===== src/dft_pkg.sv =====
// Package for the delimited field tokenizer: shared types, codes and reset values.
// No dependencies; every other file of the block imports it.
`default_nettype none

package dft_pkg;

   localparam int MAX_DELIM_LEN_DEFAULT = 4;
   localparam int QUEUE_DEPTH = 4;
   localparam int CSR_INDEX_W = 3;
   localparam int CSR_DATA_W = 32;

   typedef enum logic [CSR_INDEX_W-1:0] {
      CSR_DELIM_BYTES  = 3'd0,
      CSR_DELIM_LEN    = 3'd1,
      CSR_ANY_OF       = 3'd2,
      CSR_STOP_DOUBLE  = 3'd3,
      CSR_QUAL_EN      = 3'd4,
      CSR_OPEN_QUAL    = 3'd5,
      CSR_CLOSE_QUAL   = 3'd6
   } csr_index_type;

   typedef enum logic [1:0] {
      CMD_BYTE         = 2'd0,
      CMD_BYTE_END     = 2'd1,
      CMD_EMPTY_STRING = 2'd2
   } cmd_type;

   typedef enum logic [1:0] {
      KIND_BYTE      = 2'd0,
      KIND_TOKEN_END = 2'd1,
      KIND_DONE      = 2'd2,
      KIND_NO_CLOSE  = 2'd3
   } kind_type;

   typedef enum logic [1:0] {
      PH_IDLE,
      PH_DECIDE,
      PH_FLUSH,
      PH_TAIL
   } phase_type;

   typedef struct packed {
      logic [31:0] delim_bytes;
      logic [2:0]  delim_len;
      logic        any_of;
      logic        stop_double;
      logic        qual_en;
      logic [7:0]  open_qual;
      logic [7:0]  close_qual;
   } cfg_type;

   localparam cfg_type CFG_RESET = '{
      delim_bytes: 32'd44,
      delim_len:   3'd1,
      any_of:      1'b0,
      stop_double: 1'b0,
      qual_en:     1'b0,
      open_qual:   8'd34,
      close_qual:  8'd34
   };

   typedef struct packed {
      cmd_type    op;
      logic [7:0] data;
   } q_entry_type;

endpackage

`default_nettype wire


===== src/dft_front.sv =====
// Front end of the tokenizer: input handshake and command classification.
// Depends on dft_pkg; feeds dft_queue.
`default_nettype none

module dft_front
   import dft_pkg::*;
(
   input  wire logic        req_tvalid,
   output logic             req_tready,
   input  wire logic [7:0]  req_tdata,   // [7:0] in_byte
   input  wire logic [1:0]  req_tuser,   // [1:0] command
   input  wire logic        q_full,
   output logic             q_push,
   output q_entry_type      q_entry
);

   logic known_cmd;

   assign req_tready = !q_full;

   // Drop the reserved command here: it has no effect on the string state.
   always_comb begin
      case (req_tuser)
         CMD_BYTE, CMD_BYTE_END, CMD_EMPTY_STRING: known_cmd = 1'b1;
         default: known_cmd = 1'b0;
      endcase
   end

   assign q_push = req_tvalid && req_tready && known_cmd;
   assign q_entry.op = cmd_type'(req_tuser);
   assign q_entry.data = req_tdata;

endmodule

`default_nettype wire


===== src/dft_queue.sv =====
// Short FIFO between the tokenizer front end and its sequencer.
// Depends on dft_pkg for the entry type.
`default_nettype none

module dft_queue
   import dft_pkg::*;
#(
   parameter int DEPTH = QUEUE_DEPTH
)
(
   input  wire logic        clock,
   input  wire logic        reset,
   input  wire logic        push,
   input  wire q_entry_type push_entry,
   output logic             full,
   output logic             pop_valid,
   input  wire logic        pop,
   output q_entry_type      pop_entry
);

   localparam int PTR_W = (DEPTH > 1) ? $clog2(DEPTH) : 1;
   localparam int CNT_W = $clog2(DEPTH + 1);

   q_entry_type        entry_ff [DEPTH];
   logic [PTR_W-1:0]   wr_ptr_ff, wr_ptr_in;
   logic [PTR_W-1:0]   rd_ptr_ff, rd_ptr_in;
   logic [CNT_W-1:0]   count_ff, count_in;

   assign full      = (count_ff == CNT_W'(DEPTH));
   assign pop_valid = (count_ff != '0);
   assign pop_entry = entry_ff[rd_ptr_ff];

   always_comb begin
      wr_ptr_in = wr_ptr_ff;
      rd_ptr_in = rd_ptr_ff;
      count_in  = count_ff;
      if (push) begin
         wr_ptr_in = (wr_ptr_ff == PTR_W'(DEPTH - 1)) ? '0 : wr_ptr_ff + 1'b1;
      end
      if (pop) begin
         rd_ptr_in = (rd_ptr_ff == PTR_W'(DEPTH - 1)) ? '0 : rd_ptr_ff + 1'b1;
      end
      if (push && !pop) begin
         count_in = count_ff + 1'b1;
      end else if (pop && !push) begin
         count_in = count_ff - 1'b1;
      end
   end

   always_ff @(posedge clock) begin
      if (reset) begin
         wr_ptr_ff <= '0;
         rd_ptr_ff <= '0;
         count_ff  <= '0;
      end else begin
         wr_ptr_ff <= wr_ptr_in;
         rd_ptr_ff <= rd_ptr_in;
         count_ff  <= count_in;
      end
   end

   always_ff @(posedge clock) begin
      if (push) begin
         entry_ff[wr_ptr_ff] <= push_entry;
      end
   end

endmodule

`default_nettype wire


===== src/dft_back.sv =====
// Back end: lookahead window, one decision per cycle when not stalled, result staging.
// Depends on dft_pkg; takes items from dft_queue and drives the result channel.
`default_nettype none

module dft_back
   import dft_pkg::*;
#(
   parameter int MAX_DELIM_LEN = MAX_DELIM_LEN_DEFAULT
)
(
   input  wire logic        clock,
   input  wire logic        reset,
   input  wire cfg_type     cfg,
   input  wire logic        q_valid,
   input  wire q_entry_type q_entry,
   output logic             q_pop,
   output logic             rsp_tvalid,
   input  wire logic        rsp_tready,
   output logic [7:0]       rsp_tdata,
   output logic [1:0]       rsp_tuser,
   output logic             rsp_tlast
);

   localparam int LEN_CAP = (MAX_DELIM_LEN < 4) ? MAX_DELIM_LEN : 4;
   localparam int CNT_W   = $clog2(MAX_DELIM_LEN + 1);

   // string state
   logic [7:0]       win_ff [MAX_DELIM_LEN];
   logic [7:0]       win_in [MAX_DELIM_LEN];
   logic [CNT_W-1:0] cnt_ff, cnt_in;
   logic             quote_ff, quote_in;
   logic             stop_ff, stop_in;
   logic             jd_ff, jd_in;
   phase_type        phase_ff, phase_in;
   cmd_type          op_ff, op_in;

   // one-deep holding slot so the last flag is known before a result leaves
   logic             pend_v_ff, pend_v_in;
   logic             pend_fin_ff, pend_fin_in;
   kind_type         pend_kind_ff, pend_kind_in;
   logic [7:0]       pend_byte_ff, pend_byte_in;

   logic             out_v_ff, out_v_in;
   kind_type         out_kind_ff, out_kind_in;
   logic [7:0]       out_byte_ff, out_byte_in;
   logic             out_last_ff, out_last_in;

   logic [3:0]       len_raw;
   logic [CNT_W-1:0] len, depth;
   logic             start, load, out_free, step, may_delim;
   cmd_type          op_now;
   logic [7:0]       ww [MAX_DELIM_LEN];
   logic [CNT_W-1:0] wc;
   logic             any_hit, seq_hit, delim_hit, full_cond, dec_go;

   logic [7:0]       dw [MAX_DELIM_LEN];
   logic [CNT_W-1:0] dc, drop_n;
   logic             dq, ds, dj, drop, more;
   logic             d_res_v;
   kind_type         d_kind;
   logic [7:0]       d_byte;

   logic             res_v, fin, clear, push_out;
   kind_type         res_kind;
   logic [7:0]       res_byte;

   // effective delimiter length and window depth
   always_comb begin
      len_raw = (cfg.delim_len == '0) ? 4'd1 : {1'b0, cfg.delim_len};
      if (len_raw > 4'(LEN_CAP)) begin
         len_raw = 4'(LEN_CAP);
      end
      len   = CNT_W'(len_raw);
      depth = cfg.any_of ? CNT_W'(1) : len;
   end

   assign start     = (phase_ff == PH_IDLE);
   assign op_now    = start ? q_entry.op : op_ff;
   assign load      = start && (op_now != CMD_EMPTY_STRING) && !stop_ff;
   assign out_free  = !out_v_ff || rsp_tready;
   assign step      = out_free && (!start || q_valid);
   assign q_pop     = out_free && start && q_valid;
   assign may_delim = (phase_ff != PH_FLUSH);

   // working window: append the incoming byte when an item starts
   always_comb begin
      for (int i = 0; i < MAX_DELIM_LEN; i++) begin
         ww[i] = win_ff[i];
         if (load && cnt_ff == CNT_W'(i)) begin
            ww[i] = q_entry.data;
         end
      end
      wc = load ? cnt_ff + 1'b1 : cnt_ff;
   end

   // delimiter match at the front of the window
   always_comb begin
      any_hit = 1'b0;
      seq_hit = (wc >= len);
      for (int i = 0; i < LEN_CAP; i++) begin
         if (CNT_W'(i) < len) begin
            if (ww[0] == cfg.delim_bytes[8*i +: 8]) begin
               any_hit = 1'b1;
            end
            if (ww[i] != cfg.delim_bytes[8*i +: 8]) begin
               seq_hit = 1'b0;
            end
         end
      end
      delim_hit = (wc != '0) && (cfg.any_of ? any_hit : seq_hit);
   end

   assign full_cond = !stop_ff && (wc != '0) && (wc >= depth);

   always_comb begin
      case (phase_ff)
         PH_IDLE:   dec_go = (op_now != CMD_EMPTY_STRING) && full_cond;
         PH_DECIDE: dec_go = full_cond;
         PH_FLUSH:  dec_go = !stop_ff && (wc != '0);
         default:   dec_go = 1'b0;
      endcase
   end

   // one decision on the oldest window position
   always_comb begin
      dw      = ww;
      dc      = wc;
      dq      = quote_ff;
      ds      = stop_ff;
      dj      = jd_ff;
      d_res_v = 1'b0;
      d_kind  = KIND_BYTE;
      d_byte  = ww[0];
      drop    = 1'b0;
      drop_n  = CNT_W'(1);
      if (dec_go) begin
         if (quote_ff) begin
            drop = 1'b1;
            dj   = 1'b0;
            if (ww[0] == cfg.close_qual) begin
               dq = 1'b0;
            end else begin
               d_res_v = 1'b1;
            end
         end else if (may_delim && delim_hit) begin
            if (jd_ff && cfg.stop_double) begin
               ds = 1'b1;
               dc = '0;
            end else begin
               d_res_v = 1'b1;
               d_kind  = KIND_TOKEN_END;
               d_byte  = '0;
               drop    = 1'b1;
               drop_n  = depth;
               dj      = 1'b1;
            end
         end else begin
            drop = 1'b1;
            dj   = 1'b0;
            if (cfg.qual_en && ww[0] == cfg.open_qual) begin
               dq = 1'b1;
            end else begin
               d_res_v = 1'b1;
            end
         end
      end
      if (drop) begin
         if (drop_n >= wc) begin
            dc = '0;
         end else begin
            dc = wc - drop_n;
            for (int k = 1; k < MAX_DELIM_LEN; k++) begin
               for (int i = 0; i + k < MAX_DELIM_LEN; i++) begin
                  if (drop_n == CNT_W'(k)) begin
                     dw[i] = ww[i + k];
                  end
               end
            end
         end
      end
      more = !ds && (dc != '0) && (dc >= depth);
   end

   // sequencer outputs: state update and result of this step
   always_comb begin
      win_in   = dw;
      cnt_in   = dc;
      quote_in = dq;
      stop_in  = ds;
      jd_in    = dj;
      op_in    = op_now;
      res_v    = d_res_v;
      res_kind = d_kind;
      res_byte = d_byte;
      fin      = 1'b0;
      clear    = 1'b0;
      case (phase_ff)
         PH_IDLE: begin
            if (op_now == CMD_EMPTY_STRING) begin
               res_v    = 1'b1;
               res_kind = KIND_DONE;
               res_byte = '0;
               clear    = 1'b1;
               fin      = 1'b1;
            end else begin
               fin = (op_now == CMD_BYTE) && !more;
            end
         end
         PH_DECIDE: begin
            fin = (op_now == CMD_BYTE) && !more;
         end
         PH_FLUSH: begin
            if (!dec_go) begin
               res_v    = 1'b1;
               res_byte = '0;
               clear    = 1'b1;
               if (stop_ff) begin
                  res_kind = KIND_DONE;
                  fin      = 1'b1;
               end else if (quote_ff) begin
                  res_kind = KIND_NO_CLOSE;
                  fin      = 1'b1;
               end else begin
                  res_kind = KIND_TOKEN_END;
               end
            end
         end
         PH_TAIL: begin
            res_v    = 1'b1;
            res_kind = KIND_DONE;
            res_byte = '0;
            clear    = 1'b1;
            fin      = 1'b1;
         end
         default: begin
            fin = 1'b1;
         end
      endcase
      if (clear) begin
         cnt_in   = '0;
         quote_in = 1'b0;
         stop_in  = 1'b0;
         jd_in    = 1'b0;
      end
   end

   // next phase
   always_comb begin
      phase_in = phase_ff;
      case (phase_ff)
         PH_IDLE: begin
            if (q_valid && op_now != CMD_EMPTY_STRING) begin
               if (more) begin
                  phase_in = PH_DECIDE;
               end else if (op_now == CMD_BYTE_END) begin
                  phase_in = PH_FLUSH;
               end
            end
         end
         PH_DECIDE: begin
            if (more) begin
               phase_in = PH_DECIDE;
            end else if (op_now == CMD_BYTE_END) begin
               phase_in = PH_FLUSH;
            end else begin
               phase_in = PH_IDLE;
            end
         end
         PH_FLUSH: begin
            if (!dec_go) begin
               phase_in = (stop_ff || quote_ff) ? PH_IDLE : PH_TAIL;
            end
         end
         PH_TAIL: begin
            phase_in = PH_IDLE;
         end
         default: begin
            phase_in = PH_IDLE;
         end
      endcase
   end

   // result staging: release the held result once the next one or the item end is seen,
   // and only into a free output register
   always_comb begin
      push_out     = pend_v_ff && out_free && (pend_fin_ff || (step && (res_v || fin)));
      pend_v_in    = pend_v_ff;
      pend_fin_in  = pend_fin_ff;
      pend_kind_in = pend_kind_ff;
      pend_byte_in = pend_byte_ff;
      if (step && res_v) begin
         pend_v_in    = 1'b1;
         pend_fin_in  = fin;
         pend_kind_in = res_kind;
         pend_byte_in = res_byte;
      end else if (push_out) begin
         pend_v_in = 1'b0;
      end
      out_v_in    = out_v_ff;
      out_kind_in = out_kind_ff;
      out_byte_in = out_byte_ff;
      out_last_in = out_last_ff;
      if (push_out) begin
         out_v_in    = 1'b1;
         out_kind_in = pend_kind_ff;
         out_byte_in = pend_byte_ff;
         out_last_in = pend_fin_ff || (step && fin && !res_v);
      end else if (rsp_tready) begin
         out_v_in = 1'b0;
      end
   end

   always_ff @(posedge clock) begin
      if (reset) begin
         phase_ff    <= PH_IDLE;
         cnt_ff      <= '0;
         quote_ff    <= 1'b0;
         stop_ff     <= 1'b0;
         jd_ff       <= 1'b0;
         pend_v_ff   <= 1'b0;
         pend_fin_ff <= 1'b0;
         out_v_ff    <= 1'b0;
      end else begin
         if (step) begin
            phase_ff <= phase_in;
            cnt_ff   <= cnt_in;
            quote_ff <= quote_in;
            stop_ff  <= stop_in;
            jd_ff    <= jd_in;
         end
         pend_v_ff   <= pend_v_in;
         pend_fin_ff <= pend_fin_in;
         out_v_ff    <= out_v_in;
      end
   end

   always_ff @(posedge clock) begin
      if (step) begin
         win_ff <= win_in;
         op_ff  <= op_in;
      end
      pend_kind_ff <= pend_kind_in;
      pend_byte_ff <= pend_byte_in;
      out_kind_ff  <= out_kind_in;
      out_byte_ff  <= out_byte_in;
      out_last_ff  <= out_last_in;
   end

   assign rsp_tvalid = out_v_ff;
   assign rsp_tdata  = out_byte_ff;
   assign rsp_tuser  = out_kind_ff;
   assign rsp_tlast  = out_last_ff;

endmodule

`default_nettype wire


===== src/delimited_field_tokenizer.sv =====
// Path: results pass the holding slot and the output register; a plain byte with a full
//   window is decided in the step that pops it from the queue.
// Throughput: one byte per cycle while the queue has room; one window decision per cycle
//   while the output is free; an end byte adds flush decisions and the string end results.
// Reset: synchronous, active high; clears the queue, sequencer and output stage, and loads
//   the default configuration (comma delimiter, length one, double-quote qualifiers off).
`default_nettype none

module delimited_field_tokenizer
   import dft_pkg::*;
#(
   parameter int MAX_DELIM_LEN = MAX_DELIM_LEN_DEFAULT
)
(
   input  wire logic                   clock,
   input  wire logic                   reset,
   // byte stream in
   input  wire logic                   req_tvalid,
   output logic                        req_tready,
   input  wire logic [7:0]             req_tdata,   // [7:0] in_byte
   input  wire logic [1:0]             req_tuser,   // [1:0] command
   // token stream out
   output logic                        rsp_tvalid,
   input  wire logic                   rsp_tready,
   output logic [7:0]                  rsp_tdata,   // [7:0] out_byte
   output logic [1:0]                  rsp_tuser,   // [1:0] kind
   output logic                        rsp_tlast,   // last result of this input transfer
   // register writes
   input  wire logic                   csr_valid,
   output logic                        csr_ready,
   input  wire logic [CSR_INDEX_W-1:0] csr_index,
   input  wire logic [CSR_DATA_W-1:0]  csr_data
);

   cfg_type     cfg_ff, cfg_in;
   logic        q_push, q_full, q_valid, q_pop;
   q_entry_type q_push_entry, q_pop_entry;

   // Register writes are always accepted.
   assign csr_ready = 1'b1;

   // Decode the write; an index past the register list is taken and ignored.
   always_comb begin
      cfg_in = cfg_ff;
      case (csr_index)
         CSR_DELIM_BYTES: cfg_in.delim_bytes = csr_data[31:0];
         CSR_DELIM_LEN:   cfg_in.delim_len   = csr_data[2:0];
         CSR_ANY_OF:      cfg_in.any_of      = csr_data[0];
         CSR_STOP_DOUBLE: cfg_in.stop_double = csr_data[0];
         CSR_QUAL_EN:     cfg_in.qual_en     = csr_data[0];
         CSR_OPEN_QUAL:   cfg_in.open_qual   = csr_data[7:0];
         CSR_CLOSE_QUAL:  cfg_in.close_qual  = csr_data[7:0];
         default:         cfg_in = cfg_ff;
      endcase
   end

   always_ff @(posedge clock) begin
      if (reset) begin
         cfg_ff <= CFG_RESET;
      end else if (csr_valid && csr_ready) begin
         cfg_ff <= cfg_in;
      end
   end

   // Front end: take the transfer and classify the command.
   dft_front u_front (
      .req_tvalid (req_tvalid),
      .req_tready (req_tready),
      .req_tdata  (req_tdata),
      .req_tuser  (req_tuser),
      .q_full     (q_full),
      .q_push     (q_push),
      .q_entry    (q_push_entry)
   );

   // Queue decouples input stalls from the window sequencer.
   dft_queue #(
      .DEPTH (QUEUE_DEPTH)
   ) u_queue (
      .clock      (clock),
      .reset      (reset),
      .push       (q_push),
      .push_entry (q_push_entry),
      .full       (q_full),
      .pop_valid  (q_valid),
      .pop        (q_pop),
      .pop_entry  (q_pop_entry)
   );

   // Back end: window, quote and stop tracking, result staging and output register.
   dft_back #(
      .MAX_DELIM_LEN (MAX_DELIM_LEN)
   ) u_back (
      .clock      (clock),
      .reset      (reset),
      .cfg        (cfg_ff),
      .q_valid    (q_valid),
      .q_entry    (q_pop_entry),
      .q_pop      (q_pop),
      .rsp_tvalid (rsp_tvalid),
      .rsp_tready (rsp_tready),
      .rsp_tdata  (rsp_tdata),
      .rsp_tuser  (rsp_tuser),
      .rsp_tlast  (rsp_tlast)
   );

endmodule

`default_nettype wire


===== config.mk =====
export PLATFORM = sky130hd
export DESIGN_NAME = delimited_field_tokenizer
export DESIGN_NICKNAME = d
export VERILOG_FILES = /design/src/dft_pkg.sv /design/src/dft_front.sv /design/src/dft_queue.sv /design/src/dft_back.sv /design/src/delimited_field_tokenizer.sv
export SDC_FILE = /design/constraint.sdc
export NUM_CORES = 1
export LEC_CHECK = 0
export BUFFER_PORTS_ARGS = -buffer_cell sky130_fd_sc_hd__buf_2
export CORE_ASPECT_RATIO = 1.25
export CORE_MARGIN = 3
export CORE_UTILIZATION = 55
export DETAILED_ROUTE_END_ITERATION = 7
export PLACE_DENSITY_LB_ADDON = 0.1
export REMOVE_ABC_BUFFERS = 1
export SYNTH_ARGS = -nofsm -noshare
export SYNTH_HDL_FRONTEND = slang
export SYNTH_SLANG_ARGS = --single-unit

===== constraint.sdc =====
create_clock -name clock -period 6.7 [get_ports clock]
set_input_delay 1.005 -clock clock [delete_from_list [all_inputs] [get_ports clock]]
set_output_delay 1.005 -clock clock [all_outputs]
set_load 0.005 [all_outputs]

* Word level (Yosys, flattened, before mapping)
Memories as Yosys holds them, arrays and structs flattened. A register that Yosys moved wholly into a read port is not among the register bits.
Cells that the tools add are included.
Widths: inputs -> output; s select.
** Word-level totals
- Flip-flop bits (word level) :: 127
- RAM bits :: 40
- Input bits :: 50
- Output and inout bits :: 14
- Word-level logic and storage cells :: 269
- Memories kept :: 1
** Operators by class
- Add/subtract/negate cells :: 6
- Order comparisons :: 9
- Eq/ne operators :: 38
- Mux-type cells :: 118
- Reductions and logical operators :: 69
** Memories
- u_queue.entry_ff :: words 4, width 10, rd ports 1, clocked after Yosys merged registers in 1, write ports 1, RTL line dft_queue.sv:24 : q_entry_type entry_ff [DEPTH];
** Operators by type and width (number)
- $mux 8 :: 16
- $mux 1 :: 57
- $mux 3 :: 17
- $eq 8x8->1 :: 6
- $mux 24 :: 2
- $mux 2 :: 19
- $ne 8x8->1 :: 4
- $logic_and 1x1->1 :: 30
- $pmux 8 s3 :: 1
- $eq 3x2->1 const B :: 6
- $reduce_and 2->1 :: 8
- $eq 2x2->1 const B :: 6
- $eq 3x3->1 const B :: 4
- $ge 3x3->1 :: 4
- $eq 3x1->1 const B :: 3
- $logic_not 1->1 :: 9
- $logic_not 3->1 :: 3
- $pmux 1 s3 :: 3
- $reduce_bool 3->1 :: 3
- $ne 2x2->1 const B :: 4
- $pmux 2 s4 :: 1
- $reduce_bool 2->1 :: 4
- $add 3x1->3 const B :: 2
- $eq 2x1->1 const B :: 3
- other kinds (15) :: 25

* Logic depth before layout (Yosys ltp)
- Depth after elaboration :: 38
- Gate-level depth with buffers :: 30
- Mapped depth without buffers :: 27

* Cells and area by module
From an unflattened synthesis, not the netlist that was laid out.
** Second synthesis, totals
- Cells, all modules :: 937
- Area, all modules :: 9960.8 um2
** Modules (own cells, without submodules)
- dft_back :: times used 1, cells an instance 603, area an instance 5636.7 um2, seq. area each 1871.8 um2
- delimited_field_tokenizer :: times used 1, cells an instance 225, area an instance 2351.0 um2, seq. area each 1081.0 um2
- dft_queue :: times used 1, cells an instance 96, area an instance 1884.3 um2, seq. area each 1381.3 um2
- dft_front :: times used 1, cells an instance 13, area an instance 88.8 um2, seq. area each 0.0 um2

* Worst setup path after synthesis
No wires, ideal clock.
- Kind :: reg2reg
- Start :: register with a tool-made name
- End :: register u_back.out_byte_ff[0] (netlist: u_back.rsp_tdata[0]), enable pin
- Library setup time :: 0.386 ns
- Arrival :: 6.429 ns
- Required time :: 6.314 ns
- Setup slack :: -0.115 ns
- Cell stages (with the launch flop) :: 30
- Buffers on the path :: 4
- Clock period less this slack :: 6.815 ns
- Cells stage by stage :: dfxtp_1 buf_6 mux2i_1 a221oi_2 a211o_1 buf_2 xnor2_1 ha_1 nand2b_1 o221ai_1 o221ai_1 nor3b_1 clkbuf_1 nand3_2 or2_2 ha_1 inv_1 o21bai_1 nand2_1 or3_1 buf_2 nor2_1 or2_2 ha_1 a21oi_1 or2_2 a31oi_1 o221ai_2 nand2_1 a31oi_1
** RTL lines
- end signal, assigned :: RTL line dft_back.sv:345 : out_byte_ff <= out_byte_in;
- end, declared :: RTL line dft_back.sv:45 : logic [7:0] out_byte_ff, out_byte_in;

* Final worst setup path
- Start :: register u_back.stop_ff
- End :: register u_back.out_byte_ff[2] (netlist: u_back.rsp_tdata[2]), enable pin
** On the way
- Cells in the longest elaborated chain, start to end :: 33
- Elaborated cells between the ends (all ways) :: 89
- Classes of those cells :: 1 x add/sub; 4 x order compare; 10 x eq/ne; 51 x mux; 23 x reduce/logical
** Ends and longest elaborated chain
- start, declared :: RTL line dft_back.sv:32 : logic stop_ff, stop_in;
- start signal, assigned :: RTL line dft_back.sv:328 : stop_ff <= stop_in;
- parallel branches: the longest is 29 deep, another holds $ge 3x3->1
- $logic_or 1x1->1 * :: RTL line dft_back.sv:286 : push_out = pend_v_ff && out_free && (pend_fin_ff || (step && (res_v || fin)));
- $logic_and 1x1->1 * :: RTL line dft_back.sv:286
- $logic_or 1x1->1 * :: RTL line dft_back.sv:286
- $logic_and 1x1->1 * :: RTL line dft_back.sv:286
Every way passes the cells marked *.
A chain may end at the register's enable or synchronous reset.

==> implementation parameters <==
Parameter                              Value

Outcome
  Run status    complete, no violations

Critical path
  Worst-case reg-to-reg path depth    28
  End of the critical path    u_back.rsp_tdata[2]
  Launch instance of the worst register-to-register path    u_back.stop_ff
  Setup crit end kind    register
  Worst reg2reg endpoint    u_back.rsp_tdata[2]
  Data required time of the worst path    6.89 ns
  CP Class    reg2reg
  Cell with the biggest individual delay on the critical path    nor3_1
  Startpoint of the most critical setup path    u_back.stop_ff
  Delay of the slowest critical-path stage    0.53 ns
  R2r setup slk    0.27 ns
  Arrival @ worst endpoint    6.63 ns
  Startpoint type of the worst setup path    register
  Most used cell, CP    buf_4
  Maximum fanout count along the critical path    8

Global route
  GRT overflow    0
  Maximum number of pins on one net before global-route repair    74
  Met1 Track Usage GR    34.8%
  Global-route wire length before repair    41.9 mm
  Met2 Track Usage GR    47.7%
  Total Routing Usage GR    27.6%
  Via count of the first global-routing pass    7648
  Met3 usage    3.59%
  Number of antenna violations at the first check in global routing    0
  GRT Max-Usage Layer    met2

Cells and area
  Layout overhead on the synthesized area    13.8%
  Antenna cell count    0
  Non-filler instance count after layout    1276
  Layout cells sized above 1    19.0%
  Post-route cell area    11000 um2
  Core occupancy in the finished layout    64.7%
  NumNets Final    1116

Clock tree
  Inserted Clock Buffers    17
  Number of buffers on the longest clock path    2
  Insertion delay of the later-clocked pin in the worst-skew pair    0.43 ns
  Clock transition at path regs    0.06 ns
  Clock root buffer    clkbuf_16
  Deepest level of the CTS H-tree    4
  Hold buffer count at cts    0
  TritonCTS clock tree    built
  Clock Sinks    169

Synthesis
  Post-synthesis cell area    9680 um2
  Cell variety after synth    92
  Synthesis Warnings    0
  Async set-or-reset flop fraction in the synthesized netlist    0%
  Number of synthesized flops with an enable pin    95
  Number of register bits inferred by synthesis    169
  Primary flip-flop cell chosen by synthesis mapping    edfxtp_1
  Syn avg cell area    9.94 um2
  Synth Instances    974
  Share of the yosys chip area belonging to registers    44.8%

Die
  Core ar.    17000 um2
  Die Footprint    19200 um2
  Number of top-level pins    64
  Die outline width    125 um
  Starting density of the core    56.8%
  Placement Rows    53
  Chip height    154 um

Placement
  Final HPWL from detailed placement    19.5 mm
  RePlAce Congestion    0.980
  DP Area    10300 um2
  Number of placed instances with taps included    1238
  Port Buf Inserts    62

Timing
  Setup TNS    0 ns
  Maximum clock frequency    155 MHz
  Transition at the pin with the smallest max-transition slack    1.11 ns
  Final number of setup-violating endpoints    0
  Minimum clock period    6.43 ns
  Final hold vios    0
  Count of pins over their slew limit    0
  Slew headroom    25.9%
  Setup Skew    0.00751 ns
  Worst hold slack across all endpoints    0.419 ns
  Post-route fraction of the period consumed by the critical path    96.0%

Pwr
  VDD IR max    238 uV
  LEAKAGE    4.09 nW
  Power per cell area    502 nW/um2

Route
  Number of nets still failing antenna checks after routing    0
  Via count    7759
  Iteration-0 DRC count of the detailed router    842
  DRC viols    0
  Routed wire length    26.7 mm
  Ratio of routed vias to standard cells    6.08
  First-pass iteration count of the detailed router    7
  Routed wire length per instance    20.9 um

Job
  Max-capacitance violation count    0

Hold path
  Class of the worst hold path    reg2reg
[synthesized netlist by cell type, types with 12 or more instances]
library cell / instances / area share, %
mux2i_1: 62 / 6.4
xor2_1: 34 / 3.1
buf_2: 16 / 0.83
nor2_1: 87 / 3.4
nand2b_1: 12 / 0.78
ha_1: 21 / 2.7
nand2_1: 111 / 4.3
clkbuf_1: 29 / 1.1
edfxtp_1: 95 / 29
inv_1: 56 / 2.2
nor3_1: 14 / 0.72
a21oi_1: 61 / 3.2
o22ai_1: 22 / 1.4
xnor2_1: 45 / 4.1
nor4_1: 12 / 0.78
dfxtp_1: 74 / 15
[cell families after synthesis]
kind of cell	count (synthesis)	share of synthesized area, %
adders and majority gates	24	3.23
AOI/OAI and AO/OA	203	15.1
DFF	169	44.8
other	1	0.0387
buffers and inverters	109	4.70
and+or+nand+nor	306	15.2
xor gates and xnor gates	79	7.14
muxes	83	9.86
[cell type report]
| class | count | area (um2) |
|---|---|---|
| Tap cell | 220 | 275 |
| Timing Repair Buffer | 100 | 599 |
| Clock buffer | 21 | 504 |
| Inverter | 59 | 221 |
| Fill cell | 1405 | 6020 |
| Sequential cell | 169 | 4340 |
| Clock inverter | 11 | 92.6 |
| Multi-Input combinational cell | 696 | 4990 |
[timing repair]
item | in CTS | in global routing
endpoints found under the setup margin | 0 | 17
buffers inserted | 0 | 5
resized for setup | 0 | 29
[where the power goes]
| part | total, mW | switching [mW] | internal (mW) |
|---|---|---|---|
| sequential | 1.70 | 0.208 | 1.50 |
| clock | 0.996 | 0.444 | 0.552 |
| combinational | 2.83 | 1.69 | 1.14 |
| total | 5.53 | 2.34 | 3.19 |
[sequential cells by signal, indices dropped and copies added, names as in the netlist, 3 cells and up, named ones only]
name,cells
u_back.win_ff,32
cfg_ff,54
u_back.rsp_tdata,8
u_queue.entry_ff,40
u_queue.count_ff,3
u_back.pend_byte_ff,8
u_back.cnt_ff,3
[per-stage QoR]
step	total power, mW	setup slack, ns
2_1_floorplan	3.54	-1.13
3_3_place_gp	4.35	0.301
3_5_place_dp	4.39	0.110
4_1_cts	5.40	0.0413
5_1_grt	5.83	-0.0350
6_report	5.53	0.266
[worst min-delay path by stage]
stage | depth (start not counted) | endpoint | start
after floorplan | 0 | u_back.rsp_tdata[0] | u_back.pend_byte_ff[0]
final | 0 | u_back.rsp_tdata[0] | u_back.pend_byte_ff[0]
after CTS | 0 | u_back.rsp_tdata[0] | u_back.pend_byte_ff[0]
after detailed placement | 0 | u_back.rsp_tdata[0] | u_back.pend_byte_ff[0]
after global routing | 0 | u_back.rsp_tdata[7] | u_back.pend_byte_ff[7]
after global placement | 0 | u_back.rsp_tdata[4] | u_back.pend_byte_ff[4]
[cells in the final DEF (no fill, tap or decap), types with 22 or more instances in the layout]
| master | netlist | layout |
|---|---|---|
| xor2_1 | 34 | 34 |
| buf_4 | 1 | 37 |
| edfxtp_1 | 95 | 95 |
| dfxtp_1 | 74 | 69 |
| a21oi_1 | 61 | 60 |
| mux2i_1 | 62 | 60 |
| nand2_1 | 111 | 111 |
| inv_1 | 56 | 55 |
| buf_2 | 16 | 62 |
| nor2_1 | 87 | 87 |
| xnor2_1 | 45 | 45 |
| o22ai_1 | 22 | 22 |
[worst max-delay path, delay by kind of cell, from the launching register on]
kind | cells | cell delay [ns]
adder cells (fa/ha/maj) | 2 | 0.54
flip-flops | 1 | 0.41
buffers and inverters | 5 | 0.97
AND/OR/NAND/NOR | 11 | 2.04
AO/OA/AOI/OAI | 10 | 2.21
[metal layers]
metal	share of wire, %	routed length, um
met1	40	10800
met5	0	0
met4	4.1	1100
met2	50	13300
met3	5.7	1520
(Power assumes the default switching activity.)
